--- src/hdl/ddo_pkg.sv ---
// shared types, constants and the arctangent table for the odometry block
// no dependencies
package ddo_pkg;

   localparam int HEADING_W = 17;
   localparam int POS_W     = 32;
   localparam int ANGLE_W   = 32;
   localparam int CORDIC_W  = 34;
   localparam int TRIG_W    = 18;
   localparam int ATAN_IDX_W = 5;

   // heading to binary angle: q = floor((deg_q8 * 2^21 + 22) / 45), biased positive
   localparam int ANG_NUM_W = 39;
   localparam int ANG_SHIFT = 21;
   localparam logic [ANG_NUM_W-1:0] ANG_BIAS = 39'd193273528342;
   localparam logic [6:0] ANG_DIV = 7'd45;

   localparam logic signed [CORDIC_W-1:0] CORDIC_GAIN = 34'sd652032874;

   typedef enum logic [2:0] {
      ST_IDLE,
      ST_ANGLE,
      ST_ROTATE,
      ST_MULX,
      ST_MULY,
      ST_DONE
   } state_type;

   typedef struct packed {
      logic angle_start;
      logic rotate_start;
      logic mul_start;
      logic mul_sel_sin;
      logic mul_sel_travel;
   } ctl_type;

   function automatic logic [29:0] atan_bam(input logic [ATAN_IDX_W-1:0] idx);
      logic [29:0] v;
      unique case (idx)
         5'd0:  v = 30'h20000000;
         5'd1:  v = 30'h12E4051E;
         5'd2:  v = 30'h09FB385B;
         5'd3:  v = 30'h051111D4;
         5'd4:  v = 30'h028B0D43;
         5'd5:  v = 30'h0145D7E1;
         5'd6:  v = 30'h00A2F61E;
         5'd7:  v = 30'h00517C55;
         5'd8:  v = 30'h0028BE53;
         5'd9:  v = 30'h00145F2F;
         5'd10: v = 30'h000A2F98;
         5'd11: v = 30'h000517CC;
         5'd12: v = 30'h00028BE6;
         5'd13: v = 30'h000145F3;
         5'd14: v = 30'h0000A2FA;
         5'd15: v = 30'h0000517D;
         5'd16: v = 30'h000028BE;
         5'd17: v = 30'h0000145F;
         5'd18: v = 30'h00000A30;
         5'd19: v = 30'h00000518;
         5'd20: v = 30'h0000028C;
         5'd21: v = 30'h00000146;
         5'd22: v = 30'h000000A3;
         5'd23: v = 30'h00000051;
         default: v = 30'h0;
      endcase
      return v;
   endfunction

endpackage

--- src/hdl/diff_drive_odometry_top.sv ---
// differential drive odometry top level: sequencer, state and output register
// depends on ddo_pkg, ddo_adiv, ddo_cordic, ddo_smul
//
//   channel   direction   handshake              contents
//   req_      in          tvalid/tready          right_count, left_count, heading_deg
//   rsp_      out         tvalid/tready          x_pos, y_pos
//   csr_      in          wr_en                  mm_per_pulse
//
// an item runs from one accept to the next through the serial divider for the angle,
// the cordic rotations, two 18-bit serial multiplies and the output load; the travel
// multiply overlaps the angle division.
// reset clears positions, previous counts and mm_per_pulse to its default.
// a result waits in the output register while the next item is taken; only the
// final write of that next item waits for rsp_tready.
module diff_drive_odometry_top #(
   parameter int CORDIC_STEPS = 16,
   parameter int COUNT_BITS = 32
) (
   input  logic clock,
   input  logic reset,
   input  logic req_tvalid,
   output logic req_tready,
   // [31:0] right_count, [63:32] left_count, [80:64] heading_deg, [87:81] zero
   input  logic [87:0] req_tdata,
   output logic rsp_tvalid,
   input  logic rsp_tready,
   // [31:0] x_pos, [63:32] y_pos
   output logic [63:0] rsp_tdata,
   input  logic csr_wr_en,
   input  logic [15:0] csr_wr_data
);
   localparam int SUM_W = COUNT_BITS + 1;
   localparam int BW = ddo_pkg::TRIG_W;
   localparam int CENTRE_W = SUM_W + BW + 1 - 9;
   localparam int PW = CENTRE_W + BW;
   localparam int PW_W = ddo_pkg::POS_W;

   ddo_pkg::state_type state_ff, state_in;
   ddo_pkg::ctl_type ctl;

   logic [15:0] mm_ff;
   logic [COUNT_BITS-1:0] prev_r_ff, prev_l_ff, right, left, dr, dl;
   logic signed [SUM_W-1:0] sum;
   logic signed [PW_W-1:0] x_acc_ff, y_acc_ff, x_out_ff, y_out_ff;
   logic rsp_valid_ff;
   logic signed [CENTRE_W-1:0] centre_ff;
   logic signed [BW-1:0] cos_now, sin_ff, cos_r, sin_r;
   logic accept, out_free, flip;

   logic [ddo_pkg::ANGLE_W-1:0] angle, folded;
   logic angle_busy, rot_busy, mul_busy;
   logic signed [ddo_pkg::CORDIC_W-1:0] cx, cy;
   logic signed [CENTRE_W-1:0] mul_a;
   logic signed [BW-1:0] mul_b;
   logic signed [PW-1:0] prod, prod_rnd, delta_acc;
   logic signed [PW-1:0] max_pos, min_pos;
   logic signed [PW_W-1:0] acc_sel, acc_sat;

   assign accept = req_tvalid && req_tready;
   assign out_free = !rsp_valid_ff || rsp_tready;

   assign right = req_tdata[COUNT_BITS-1:0];
   assign left = COUNT_BITS'(0) - req_tdata[32 +: COUNT_BITS];
   assign dr = right - prev_r_ff;
   assign dl = left - prev_l_ff;
   assign sum = SUM_W'($signed(dr)) + SUM_W'($signed(dl));

   // second and third quadrants turn by half a circle and negate afterwards
   assign flip = angle[31] ^ angle[30];
   assign folded = {angle[31] ^ flip, angle[30:0]};

   assign cos_r = BW'((cx + ddo_pkg::CORDIC_W'(16384)) >>> 15);
   assign sin_r = BW'((cy + ddo_pkg::CORDIC_W'(16384)) >>> 15);
   assign cos_now = flip ? -cos_r : cos_r;

   // the cosine multiply starts in the cycle the rotations finish
   assign mul_a = ctl.mul_sel_travel ? CENTRE_W'(sum) : centre_ff;
   assign mul_b = ctl.mul_sel_travel ? BW'({1'b0, mm_ff})
                                     : (ctl.mul_sel_sin ? sin_ff : cos_now);

   ddo_adiv u_adiv (
      .clock(clock), .reset(reset), .start(ctl.angle_start),
      .heading(req_tdata[64 +: ddo_pkg::HEADING_W]), .angle(angle), .busy(angle_busy)
   );

   ddo_cordic #(.STEPS(CORDIC_STEPS)) u_cordic (
      .clock(clock), .reset(reset), .start(ctl.rotate_start), .angle(folded),
      .x_out(cx), .y_out(cy), .busy(rot_busy)
   );

   ddo_smul #(.AW(CENTRE_W), .BW(BW)) u_smul (
      .clock(clock), .reset(reset), .start(ctl.mul_start), .a(mul_a), .b(mul_b),
      .product(prod), .busy(mul_busy)
   );

   assign prod_rnd = (prod + PW'(16384)) >>> 15;
   assign acc_sel = (state_ff == ddo_pkg::ST_MULY) ? y_acc_ff : x_acc_ff;
   assign delta_acc = PW'(acc_sel) + prod_rnd;
   assign max_pos = PW'({1'b0, {(PW_W-1){1'b1}}});
   assign min_pos = -max_pos - PW'(1);

   always_comb begin
      priority if (delta_acc > max_pos) begin
         acc_sat = {1'b0, {(PW_W-1){1'b1}}};
      end else if (delta_acc < min_pos) begin
         acc_sat = {1'b1, {(PW_W-1){1'b0}}};
      end else begin
         acc_sat = PW_W'(delta_acc);
      end
   end

   // next state
   always_comb begin
      state_in = state_ff;
      unique case (state_ff)
         ddo_pkg::ST_IDLE:   if (accept) state_in = ddo_pkg::ST_ANGLE;
         ddo_pkg::ST_ANGLE:  if (!angle_busy && !mul_busy) state_in = ddo_pkg::ST_ROTATE;
         ddo_pkg::ST_ROTATE: if (!rot_busy) state_in = ddo_pkg::ST_MULX;
         ddo_pkg::ST_MULX:   if (!mul_busy) state_in = ddo_pkg::ST_MULY;
         ddo_pkg::ST_MULY:   if (!mul_busy) state_in = ddo_pkg::ST_DONE;
         ddo_pkg::ST_DONE:   if (out_free) state_in = ddo_pkg::ST_IDLE;
         default:            state_in = ddo_pkg::ST_IDLE;
      endcase
   end

   // unit controls
   always_comb begin
      ctl = '0;
      unique case (state_ff)
         ddo_pkg::ST_IDLE: begin
            ctl.angle_start = accept;
            ctl.mul_start = accept;
            ctl.mul_sel_travel = 1'b1;
         end
         ddo_pkg::ST_ANGLE: begin
            ctl.rotate_start = !angle_busy && !mul_busy;
         end
         ddo_pkg::ST_ROTATE: begin
            ctl.mul_start = !rot_busy;
         end
         ddo_pkg::ST_MULX: begin
            ctl.mul_start = !mul_busy;
            ctl.mul_sel_sin = 1'b1;
         end
         default: ctl = '0;
      endcase
   end

   always_ff @(posedge clock) begin
      if (state_ff == ddo_pkg::ST_ANGLE) begin
         centre_ff <= CENTRE_W'((prod + PW'(256)) >>> 9);
      end
      if (state_ff == ddo_pkg::ST_ROTATE && !rot_busy) begin
         sin_ff <= flip ? -sin_r : sin_r;
      end
      if (state_ff == ddo_pkg::ST_DONE && out_free) begin
         x_out_ff <= x_acc_ff;
         y_out_ff <= y_acc_ff;
      end
      if (reset) begin
         state_ff <= ddo_pkg::ST_IDLE;
         mm_ff <= 16'd44119;
         prev_r_ff <= '0;
         prev_l_ff <= '0;
         x_acc_ff <= '0;
         y_acc_ff <= '0;
         rsp_valid_ff <= 1'b0;
      end else begin
         state_ff <= state_in;
         if (csr_wr_en) begin
            mm_ff <= csr_wr_data;
         end
         if (accept) begin
            prev_r_ff <= right;
            prev_l_ff <= left;
         end
         if (state_ff == ddo_pkg::ST_MULX && !mul_busy) begin
            x_acc_ff <= acc_sat;
         end
         if (state_ff == ddo_pkg::ST_MULY && !mul_busy) begin
            y_acc_ff <= acc_sat;
         end
         if (state_ff == ddo_pkg::ST_DONE && out_free) begin
            rsp_valid_ff <= 1'b1;
         end else if (rsp_tready) begin
            rsp_valid_ff <= 1'b0;
         end
      end
   end

   assign req_tready = (state_ff == ddo_pkg::ST_IDLE);
   assign rsp_tvalid = rsp_valid_ff;
   assign rsp_tdata = {y_out_ff, x_out_ff};
endmodule

--- src/hdl/ddo_adiv.sv ---
// bit-serial heading to binary angle converter, restoring division by 45
// depends on ddo_pkg
module ddo_adiv (
   input  logic clock,
   input  logic reset,
   input  logic start,
   input  logic signed [ddo_pkg::HEADING_W-1:0] heading,
   output logic [ddo_pkg::ANGLE_W-1:0] angle,
   output logic busy
);
   localparam int NW = ddo_pkg::ANG_NUM_W;
   localparam int CW = $clog2(NW);

   logic [NW-1:0] num_ff, num_in;
   logic [5:0] rem_ff, rem_in;
   logic [ddo_pkg::ANGLE_W-1:0] quo_ff, quo_in;
   logic [CW-1:0] cnt_ff, cnt_in;
   logic busy_ff, busy_in;
   logic signed [NW-1:0] head_ext;
   logic [6:0] trial;
   logic ge;

   assign head_ext = NW'(heading);
   assign trial = {rem_ff, num_ff[NW-1]};
   assign ge = (trial >= ddo_pkg::ANG_DIV);

   always_comb begin
      num_in = num_ff;
      rem_in = rem_ff;
      quo_in = quo_ff;
      cnt_in = cnt_ff;
      busy_in = busy_ff;
      if (start) begin
         num_in = (head_ext <<< ddo_pkg::ANG_SHIFT) + ddo_pkg::ANG_BIAS;
         rem_in = '0;
         cnt_in = '0;
         busy_in = 1'b1;
      end else if (busy_ff) begin
         num_in = {num_ff[NW-2:0], 1'b0};
         rem_in = ge ? 6'(trial - ddo_pkg::ANG_DIV) : trial[5:0];
         quo_in = {quo_ff[ddo_pkg::ANGLE_W-2:0], ge};
         cnt_in = cnt_ff + 1'b1;
         if (cnt_ff == CW'(NW-1)) begin
            busy_in = 1'b0;
         end
      end
   end

   always_ff @(posedge clock) begin
      num_ff <= num_in;
      rem_ff <= rem_in;
      quo_ff <= quo_in;
      if (reset) begin
         cnt_ff <= '0;
         busy_ff <= 1'b0;
      end else begin
         cnt_ff <= cnt_in;
         busy_ff <= busy_in;
      end
   end

   assign angle = quo_ff;
   assign busy = busy_ff;
endmodule

--- src/hdl/ddo_cordic.sv ---
// iterative rotation-mode cordic, one micro-rotation per cycle
// depends on ddo_pkg
module ddo_cordic #(
   parameter int STEPS = 16
) (
   input  logic clock,
   input  logic reset,
   input  logic start,
   input  logic signed [ddo_pkg::ANGLE_W-1:0] angle,
   output logic signed [ddo_pkg::CORDIC_W-1:0] x_out,
   output logic signed [ddo_pkg::CORDIC_W-1:0] y_out,
   output logic busy
);
   localparam int CW = (STEPS > 1) ? $clog2(STEPS) : 1;

   logic signed [ddo_pkg::CORDIC_W-1:0] x_ff, x_in, y_ff, y_in, xs, ys;
   logic signed [ddo_pkg::ANGLE_W-1:0] z_ff, z_in, at;
   logic [CW-1:0] step_ff, step_in;
   logic busy_ff, busy_in;

   assign xs = x_ff >>> step_ff;
   assign ys = y_ff >>> step_ff;
   assign at = ddo_pkg::ANGLE_W'(ddo_pkg::atan_bam(ddo_pkg::ATAN_IDX_W'(step_ff)));

   always_comb begin
      x_in = x_ff;
      y_in = y_ff;
      z_in = z_ff;
      step_in = step_ff;
      busy_in = busy_ff;
      if (start) begin
         x_in = ddo_pkg::CORDIC_GAIN;
         y_in = '0;
         z_in = angle;
         step_in = '0;
         busy_in = 1'b1;
      end else if (busy_ff) begin
         if (!z_ff[ddo_pkg::ANGLE_W-1]) begin
            x_in = x_ff - ys;
            y_in = y_ff + xs;
            z_in = z_ff - at;
         end else begin
            x_in = x_ff + ys;
            y_in = y_ff - xs;
            z_in = z_ff + at;
         end
         step_in = step_ff + 1'b1;
         if (step_ff == CW'(STEPS-1)) begin
            busy_in = 1'b0;
         end
      end
   end

   always_ff @(posedge clock) begin
      x_ff <= x_in;
      y_ff <= y_in;
      z_ff <= z_in;
      if (reset) begin
         step_ff <= '0;
         busy_ff <= 1'b0;
      end else begin
         step_ff <= step_in;
         busy_ff <= busy_in;
      end
   end

   assign x_out = x_ff;
   assign y_out = y_ff;
   assign busy = busy_ff;
endmodule

--- src/hdl/ddo_smul.sv ---
// serial signed multiplier, one multiplier bit per cycle
// depends on nothing but its parameters
module ddo_smul #(
   parameter int AW = 42,
   parameter int BW = 18
) (
   input  logic clock,
   input  logic reset,
   input  logic start,
   input  logic signed [AW-1:0] a,
   input  logic signed [BW-1:0] b,
   output logic signed [AW+BW-1:0] product,
   output logic busy
);
   localparam int PW = AW + BW;
   localparam int CW = $clog2(BW);

   logic signed [PW-1:0] acc_ff, acc_in, a_sh_ff, a_sh_in, addend;
   logic [BW-1:0] b_sh_ff, b_sh_in;
   logic [CW-1:0] cnt_ff, cnt_in;
   logic busy_ff, busy_in;

   assign addend = b_sh_ff[0] ? a_sh_ff : '0;

   always_comb begin
      acc_in = acc_ff;
      a_sh_in = a_sh_ff;
      b_sh_in = b_sh_ff;
      cnt_in = cnt_ff;
      busy_in = busy_ff;
      if (start) begin
         acc_in = '0;
         a_sh_in = PW'(a);
         b_sh_in = b;
         cnt_in = '0;
         busy_in = 1'b1;
      end else if (busy_ff) begin
         // the top multiplier bit carries negative weight
         if (cnt_ff == CW'(BW-1)) begin
            acc_in = acc_ff - addend;
            busy_in = 1'b0;
         end else begin
            acc_in = acc_ff + addend;
         end
         a_sh_in = a_sh_ff <<< 1;
         b_sh_in = b_sh_ff >> 1;
         cnt_in = cnt_ff + 1'b1;
      end
   end

   always_ff @(posedge clock) begin
      acc_ff <= acc_in;
      a_sh_ff <= a_sh_in;
      b_sh_ff <= b_sh_in;
      if (reset) begin
         cnt_ff <= '0;
         busy_ff <= 1'b0;
      end else begin
         cnt_ff <= cnt_in;
         busy_ff <= busy_in;
      end
   end

   assign product = acc_ff;
   assign busy = busy_ff;
endmodule

--- config.mk ---
export PLATFORM = sky130hd
export DESIGN_NAME = diff_drive_odometry_top
export DESIGN_NICKNAME = d
export VERILOG_FILES = /design/src/hdl/ddo_pkg.sv /design/src/hdl/diff_drive_odometry_top.sv /design/src/hdl/ddo_adiv.sv /design/src/hdl/ddo_cordic.sv /design/src/hdl/ddo_smul.sv
export SDC_FILE = /design/constraint.sdc
export NUM_CORES = 2
export LEC_CHECK = 0
export BUFFER_PORTS_ARGS = -buffer_cell sky130_fd_sc_hd__buf_2
export CAP_MARGIN = 0
export CORE_MARGIN = 5
export CORE_UTILIZATION = 55
export CTS_BUF_LIST = sky130_fd_sc_hd__clkbuf_4
export CTS_CLUSTER_DIAMETER = 120
export DETAILED_ROUTE_END_ITERATION = 8
export GPL_ROUTABILITY_DRIVEN = 0
export MAX_ROUTING_LAYER = met4
export PLACE_DENSITY = 0.77
export SYNTH_ARGS = -nofsm -noshare
export SYNTH_HDL_FRONTEND = slang
export SYNTH_SLANG_ARGS = --single-unit
--- constraint.sdc ---
create_clock -name clock -period 7.6 [get_ports clock]
set_input_delay 1.52 -clock clock [delete_from_list [all_inputs] [get_ports clock]]
set_output_delay 1.52 -clock clock [all_outputs]
set_load 0.01 [all_outputs]
; ---- Yosys cells after proc, flatten, opt, wreduce, memory -nomap -nowiden
; Memory sizes are Yosys's and may differ from the RTL's. A register that Yosys moved wholly into a read port is not among the register bits.
; Cells that the tools add are included.
[op_classes]
addsub = 24
order_cmp = 3
eq_ne = 14
shifts = 2
muxes = 47
bitwise = 3
reduce_logical = 21
[op_table]
columns = op, count
row1 = 61-bit 2-to-1 mux, 4
row2 = 32-bit 2-to-1 mux, 6
row3 = 18-bit 2-to-1 mux, 6
row4 = 39-bit 2-to-1 mux, 2
row5 = 34-bit adder, 2
row6 = 34-bit 2-to-1 mux, 2
row7 = 34-bit by 4-bit >>> shifter with 34-bit output, 2
row8 = 34-bit subtractor, 2
row9 = 33-bit by 16-bit adder with 33-bit output (second input constant), 2
row10 = 32-bit subtractor, 2
row11 = 61-bit by 16-bit adder with 61-bit output (second input constant), 1
row12 = 61-bit adder, 1
row13 = 61-bit subtractor, 1
row14 = 52-bit by 10-bit adder with 52-bit output (second input constant), 1
row15 = 32-bit by 46-bit adder with 47-bit output, 1
row16 = 47-bit by 32-bit > comparator with 1-bit output (second input constant), 1
row17 = 47-bit by 32-bit less-than comparator with 1-bit output (second input constant), 1
row18 = 43-bit 2-to-1 mux, 1
row19 = 39-bit by 38-bit adder with 39-bit output (second input constant), 1
row20 = 18-bit negation, 2
row21 = 32-bit by 32-bit adder with 33-bit output, 1
row22 = 32-bit by 31-bit adder with 32-bit output, 1
row23 = 1-bit by 32-bit subtractor with 32-bit output (first input constant), 1
row24 = 32-bit by 31-bit subtractor with 32-bit output, 1
row25 = 29 further kinds, 69
[word_totals]
reg_bits = 608
romBits = 480
out_inout_bits = 66
mem_count = 1
[mem_list]
columns = memory, words, word_bits, read_ports, rd_clocked_by_memory_dff, wr, line
row1 = (name not given), 16, 30, 1, 1, 0, ddo_pkg.sv:39  ; unique case (idx)

; ---- Depth between registers and ports, before layout
[logic_depth]
ltp_word = 6
mapped_depth = 32

; ---- By module
; Synthesis repeated with hierarchy kept, for this count alone.
[unflattened]
cells_unflattened = 5937
hier_area_um2 = 50800.0
[by_module_without_submodules]
columns = module, n_inst, cells_per_inst, area_each_um2, seq_area_each_um2
row1 = diff_drive_odometry_top, 1, 2581, 21132.8, 6716.4
row2 = ddo_cordic, 1, 1889, 15439.8, 3022.9
row3 = ddo_smul, 1, 1254, 10970.5, 3713.6
row4 = ddo_adiv, 1, 213, 3256.9, 2362.3

; ---- Worst setup path before layout
; OpenSTA, ideal clock, no wires.
[synth_path]
path_kind = in2reg
from = in req_tdata[32]
to = reg u_smul.a_sh_ff[49], data pin
setup_ns = 0.268
t_arrival_ns = 6.600
required_ns = 7.332
path_slack_ns = 0.733
cell_stages = 30
cell_sequence = inv_1 -> ha_1 -> nand2_1 -> or3_1 -> or3_1 -> clkbuf_1 -> nor3_1 -> xnor2_1 -> ha_1 -> or2_2 -> a21oi_1 -> a31oi_1 -> nand3_1 -> nand2_1 -> nand2_1 -> nand2_1 -> a21oi_1 -> xnor2_1 -> ha_1 -> and3_1 -> nand3_1 -> a21oi_1 -> nor4_1 -> o21ai_0 -> a31o_2 -> o31ai_1 -> a41oi_1 -> a21boi_1 -> clkbuf_1 -> nand2_1
[synth_between]
elab_chain_len = 5
[synth_lines]
columns = element, line
row1 = "start, declared", diff_drive_odometry_top.sv:24  ; input logic [87:0] req_tdata,
row2 = 1-bit by 32-bit subtractor with 32-bit output, diff_drive_odometry_top.sv:63  ; assign left = COUNT_BITS'(0) - req_tdata[32 +: COUNT_BITS];
row3 = net left[10], diff_drive_odometry_top.sv:42  ; logic [COUNT_BITS-1:0] prev_r_ff, prev_l_ff, right, left, dr, dl;
row4 = 32-bit subtractor, diff_drive_odometry_top.sv:65  ; assign dl = left - prev_l_ff;
row5 = 32-bit by 32-bit adder with 33-bit output, diff_drive_odometry_top.sv:66  ; assign sum = SUM_W'($signed(dr)) + SUM_W'($signed(dl));
row6 = 43-bit 2-to-1 mux, diff_drive_odometry_top.sv:77  ; assign mul_a = ctl.mul_sel_travel ? CENTRE_W'(sum) : centre_ff;
row7 = 61-bit 2-to-1 mux, ddo_smul.sv:31  ; if (start) begin
row8 = net u_smul.a_sh_in[49], ddo_smul.sv:18  ; logic signed [PW-1:0] acc_ff, acc_in, a_sh_ff, a_sh_in, addend;
row9 = "end signal, assigned", ddo_smul.sv:53  ; a_sh_ff <= a_sh_in;
row10 = "end, declared", ddo_smul.sv:18
; The timed path passes the listed nets, and every way through them passes these cells.
; A chain may end at the register's enable or synchronous reset.

; ---- Worst setup path in the final report
[layout_path]
from = reg u_smul.acc_ff[14], in the netlist u_smul.product[14]
to = reg x_acc_ff[24]
[layout_between]
elab_chain_len = 5
word_cells_on_any_way = 6
[layout_lines]
columns = element, line
row1 = "start, declared", ddo_smul.sv:18
row2 = "start signal, assigned", ddo_smul.sv:52  ; acc_ff <= acc_in;
row3 = 61-bit by 16-bit adder with 61-bit output (*), diff_drive_odometry_top.sv:96  ; assign prod_rnd = (prod + PW'(16384)) >>> 15;
row4 = 32-bit by 46-bit adder with 47-bit output (*), diff_drive_odometry_top.sv:98  ; assign delta_acc = PW'(acc_sel) + prod_rnd;
row5 = 47-bit by 32-bit less-than comparator with 1-bit output, diff_drive_odometry_top.sv:105  ; end else if (delta_acc < min_pos) begin
row6 = 32-bit 2-to-1 mux, diff_drive_odometry_top.sv:105
row7 = 32-bit 2-to-1 mux (*), diff_drive_odometry_top.sv:103  ; priority if (delta_acc > max_pos) begin
row8 = "end signal, assigned", diff_drive_odometry_top.sv:178  ; x_acc_ff <= acc_sat;
row9 = "end, declared", diff_drive_odometry_top.sv:44  ; logic signed [PW_W-1:0] x_acc_ff, y_acc_ff, x_out_ff, y_out_ff;
; Mark *: on every way between the ends. The rest lies on a longest branch, timed or not.

==> results by stage <==
Status:
- The run finished with clean final reports.

STA:
- On the final layout, the worst clock skew is 0.1084 ns.
- The least setup slack across all paths after layout is 0.4868 ns.
- The worst relative slew slack is 34.40%.
- The share of the clock period used by the worst path after layout is 93.59%.
- The pin slew with the least headroom to its limit is 0.9841 ns.
- Setup repair after global routing left no endpoint under its margin.
- The worst path needs 7.113 ns of the cycle, external delays included.
- The total of endpoints with negative setup slack in the final report is 0.
- The total count of max-transition violations in the final report is 0.
- Derived from the worst setup path, the maximum achievable clock frequency is 140.6 MHz.
- The sum of negative setup slack is 0 ns.
- The hold violation total from the final report is 0.

Global routing:
- Across every metal layer, demand over resource in global routing totals 26.22%.
- The wire length of the first global-routing pass is 201.3 mm.
- Entering global routing, the biggest net connects 103 pins.
- The number of antenna violations at the first check in global routing is 3.
- Summed over all layers, the global routing overflow is 0.
- The via count of the first global-routing pass is 40590.

Logic synthesis:
- The Yosys warning count is 0.
- Of all cell types, the one taking the most synthesized area is edfxtp_1.
- Averaged over all synthesized cells, the footprint is 8.377 um^2.
- The number of enable flip-flop cells after synthesis is 306.
- The total standard cell area after synthesis is 48530 um^2.
- The prevailing post-synth register cell is dfxtp_1.
- After synthesis, the share of flip-flops with an asynchronous set or reset is 0%.
- Synthesis handed over a netlist of 5793 instances.
- After synthesis the netlist holds a flip-flop and latch count of 637.
- Synthesis instantiated 88 different standard cells from the library.
- The number of nets produced by synthesis is 6233.
- The area fraction of the dominant cell type after synthesis is 18.93%.
- Ranked by total cell area, the synthesized netlist is headed by edfxtp_1, dfxtp_1, ha_1.
- Of the synthesized area, sequential elements account for 32.59%.

Clock tree:
- Counting the buffers created by CTS gives 177.
- The clock slew at the register clock pins of the worst setup and hold paths is 0.07 ns.
- For the worst-skew pair, the clock arrives at the later sink with an insertion delay of 1.13 ns.
- TritonCTS built the clock tree.
- The cell sitting at the root of the clock tree is a clkbuf_4.
- The number of resized instances in the post-cts repair step is 0.
- The number of buffers on the longest clock path is 3.
- The count of clock tree sinks is 637.
- Once the clock tree was built, the setup fixing pass inserted 0 buffers.
- The number of hold buffers added after CTS was 0.
- The number of levels the H-tree was split into is 4.

Floorplan:
- The initial utilization of the core area, before any placement, comes to 55.17%.
- The die width is 307.0 um.
- The number of top-level design ports is 175.
- The floorplan die area is 94280 um^2.
- The cell row count is 109.
- From bottom edge to top edge, the die measures 307.0 um.
- The standard cell core area is 87970 um^2.

Detailed routing:
- The via-per-instance ratio is 5.898.
- Dividing the detail-routed wire length by the instance count gives 17.17 um.
- The number of DRC markers after the initial detailed-route iteration is 3403.
- The routed layout has 42990 vias.
- The detail route stage leaves a number of antenna-violating nets equal to 0.
- The first detailed-routing pass took 7 iterations.
- The total wire length after detailed routing is 125.1 mm.
- In the routed design, unresolved DRC markers number 0.

Setup path:
- Measured in cells, the most critical reg-to-reg path has a length of 26.
- The arrival time of the worst setup path is 8.02 ns.
- The required arrival time at the worst endpoint is 8.51 ns.
- The critical path in this run is classified as flip-flop to flip-flop.
- In this run the worst path has a maximum fanout of 29.
- The worst setup path is launched from a flip-flop.
- STA classifies the critical path endpoint as a flip-flop.

Placement:
- Timing analysis after detailed placement gives a worst setup slack of -0.3854 ns.
- The placement-stage cell area is 50630 um^2.
- The half-perimeter wire length after placement is 90.40 mm.
- The number of buffers inserted by port buffering is 167.

Power:
- Power spread over the standard cell area amounts to 399.7 nW/um^2.
- Across the VDD grid, the largest voltage drop is 0.0003372 V.
- The leakage dissipation is 0.02190 uW.
- Overall power consumption after layout is estimated at 21220 uW.

Flow run:
- Across the run, the number of max-cap violations was 0.

Finish:
- The post-synthesis to final-layout area growth is 9.413%.
- The post-route standard cell area excluding fillers is 53100 um^2.
- The number of inserted filler cells in the final layout is 7738.
- The net count of the finished layout is 6405.
- In the final layout, the share of cells above drive strength 1 is 12.50%.

Hold path:
- The instance count along the most critical hold path is 0.
- The path class of the lowest-slack min-delay path is flip-flop to flip-flop.
==> area by class of cell <==
type | count | area, um^2 | share of cell area [%]
clock inverter | 64 | 439.2 | 0.8271
sequential | 637 | 15830 | 29.81
antenna | 5 | 12.51 | 0.02356
timing repair buffer | 272 | 1652 | 3.110
tap | 1165 | 1458 | 2.745
clock buffer | 268 | 2012 | 3.789
inverter | 224 | 842.1 | 1.586
multi-input combinational | 4653 | 30850 | 58.11
==> synth_stat cells, drive strengths merged, types with 13 or more instances <==
cell      n
a211o    18
a211oi   31
a21boi   20
a21o    138
a21oi   537
a31oi   122
and2     56
and3     74
buf      45
clkbuf  234
dfxtp   331
edfxtp  306
ha      323
inv     221
mux2     65
mux2i   126
mux4     68
nand2   812
nand2b   40
nand3   133
nand4    61
nor2    556
nor2b    57
nor3    105
nor3b    13
nor4     25
o211ai   44
o21a     41
o21ai   308
o21bai   48
o31ai    26
or2      25
or3      26
xnor2   351
xor2    243
==> through the flow <==
stage | util [%] | std cells | hold WS [ns]
after floorplan | - | 5793 | 0.4194
after global placement | 57.55 | 6951 | 0.4297
after detailed placement | 57.55 | 6951 | 0.4345
after CTS | 60.34 | 7283 | 0.4498
after global routing | 60.36 | 7288 | 0.4671
final | 60.36 | 7288 | 0.4402
==> report_power, final <==
part | internal, uW | switching [uW] | leakage (uW)
Clock | 1820 | 1570 | 0.00145
Sequential | 4690 | 1080 | 0.00565
Combinational | 5290 | 6780 | 0.0148
Total | 11800 | 9430 | 0.0219
==> path summary, 6_finish.rpt <==
path / from / to / slack [ns]
worst max register to register: u_smul.product[14]$_SDFFE_PP0P_ / x_acc_ff[24]$_SDFFE_PP0P_ / 0.49
worst max-delay path: u_smul.product[14]$_SDFFE_PP0P_ / x_acc_ff[24]$_SDFFE_PP0P_ / 0.49
worst min-delay path: u_adiv.angle[6]$_DFFE_PP_ / u_adiv.angle[7]$_DFFE_PP_ / 0.44
worst min register to register: u_adiv.angle[6]$_DFFE_PP_ / u_adiv.angle[7]$_DFFE_PP_ / 0.44
==> sequential cells by signal, summed over array words and instances (netlist names), 34 cells and up <==
| register | count |
|---|---|
| centre_ff | 43 |
| u_cordic.y_out | 34 |
| u_smul.product | 61 |
| u_smul.a_sh_ff | 61 |
| u_adiv.num_ff | 38 |
| u_cordic.x_out | 34 |
==> worst max-delay path, cell delays in order (launching register included) <==
cell	delay, ns
dfxtp_1	0.48
nand3_1	0.18
or2_1	0.30
nor2_1	0.22
and3_1	0.31
and2_1	0.27
and2_1	0.24
nand2_1	0.16
nor3_1	0.46
nand2_1	0.20
nor2_1	0.40
nand3_1	0.15
xnor2_1	0.17
ha_1	0.40
nand2_1	0.07
nor2_1	0.16
nand2_1	0.08
a211oi_1	0.42
nor2_1	0.13
a311oi_1	0.48
o31a_1	0.21
nand4_1	0.12
nor4_1	0.31
a31oi_1	0.30
nand2_1	0.14
buf_4	0.35
a31oi_1	0.16
==> per-layer routing <==
| layer | GRT usage (%) | vias up | share of wire, % |
|---|---|---|---|
| met5 | - | - | 0 |
| met4 | 11.10 | 0 | 4.0 |
| met3 | 4.091 | 320 | 5.8 |
| met2 | 44.28 | 1329 | 49 |
| met1 | 31.39 | 20210 | 41 |
| li1 | - | 21130 | - |
==> placed cells by master (no fill, tap or decap), types with 31 or more instances in the layout <==
cell / n
dfxtp_1: 325
and3_1: 74
a211oi_1: 31
and2_1: 56
a31oi_1: 122
o21ai_0: 298
buf_2: 166
nand2b_1: 39
o21bai_1: 48
nand4_1: 61
nor2b_1: 57
clkbuf_4: 268
a21o_1: 136
nor2_1: 552
o211ai_1: 44
xnor2_1: 351
mux2i_1: 126
clkinv_1: 43
o21a_1: 41
edfxtp_1: 306
ha_1: 323
nand3_1: 132
a21oi_1: 537
nor3_1: 102
nand2_1: 809
mux4_2: 68
mux2_2: 63
xor2_1: 243
buf_4: 104
inv_1: 217
==> cell families after synthesis <==
kind of cell,after synthesis,share of synthesized area (%)
simple gates,2019,18.63
compound gates,1450,18.15
flops,637,32.59
xor+xnor,594,10.72
buf+inv,503,3.996
fa+ha+maj,331,8.658
mux,259,7.263
(Power assumes the default switching activity.)
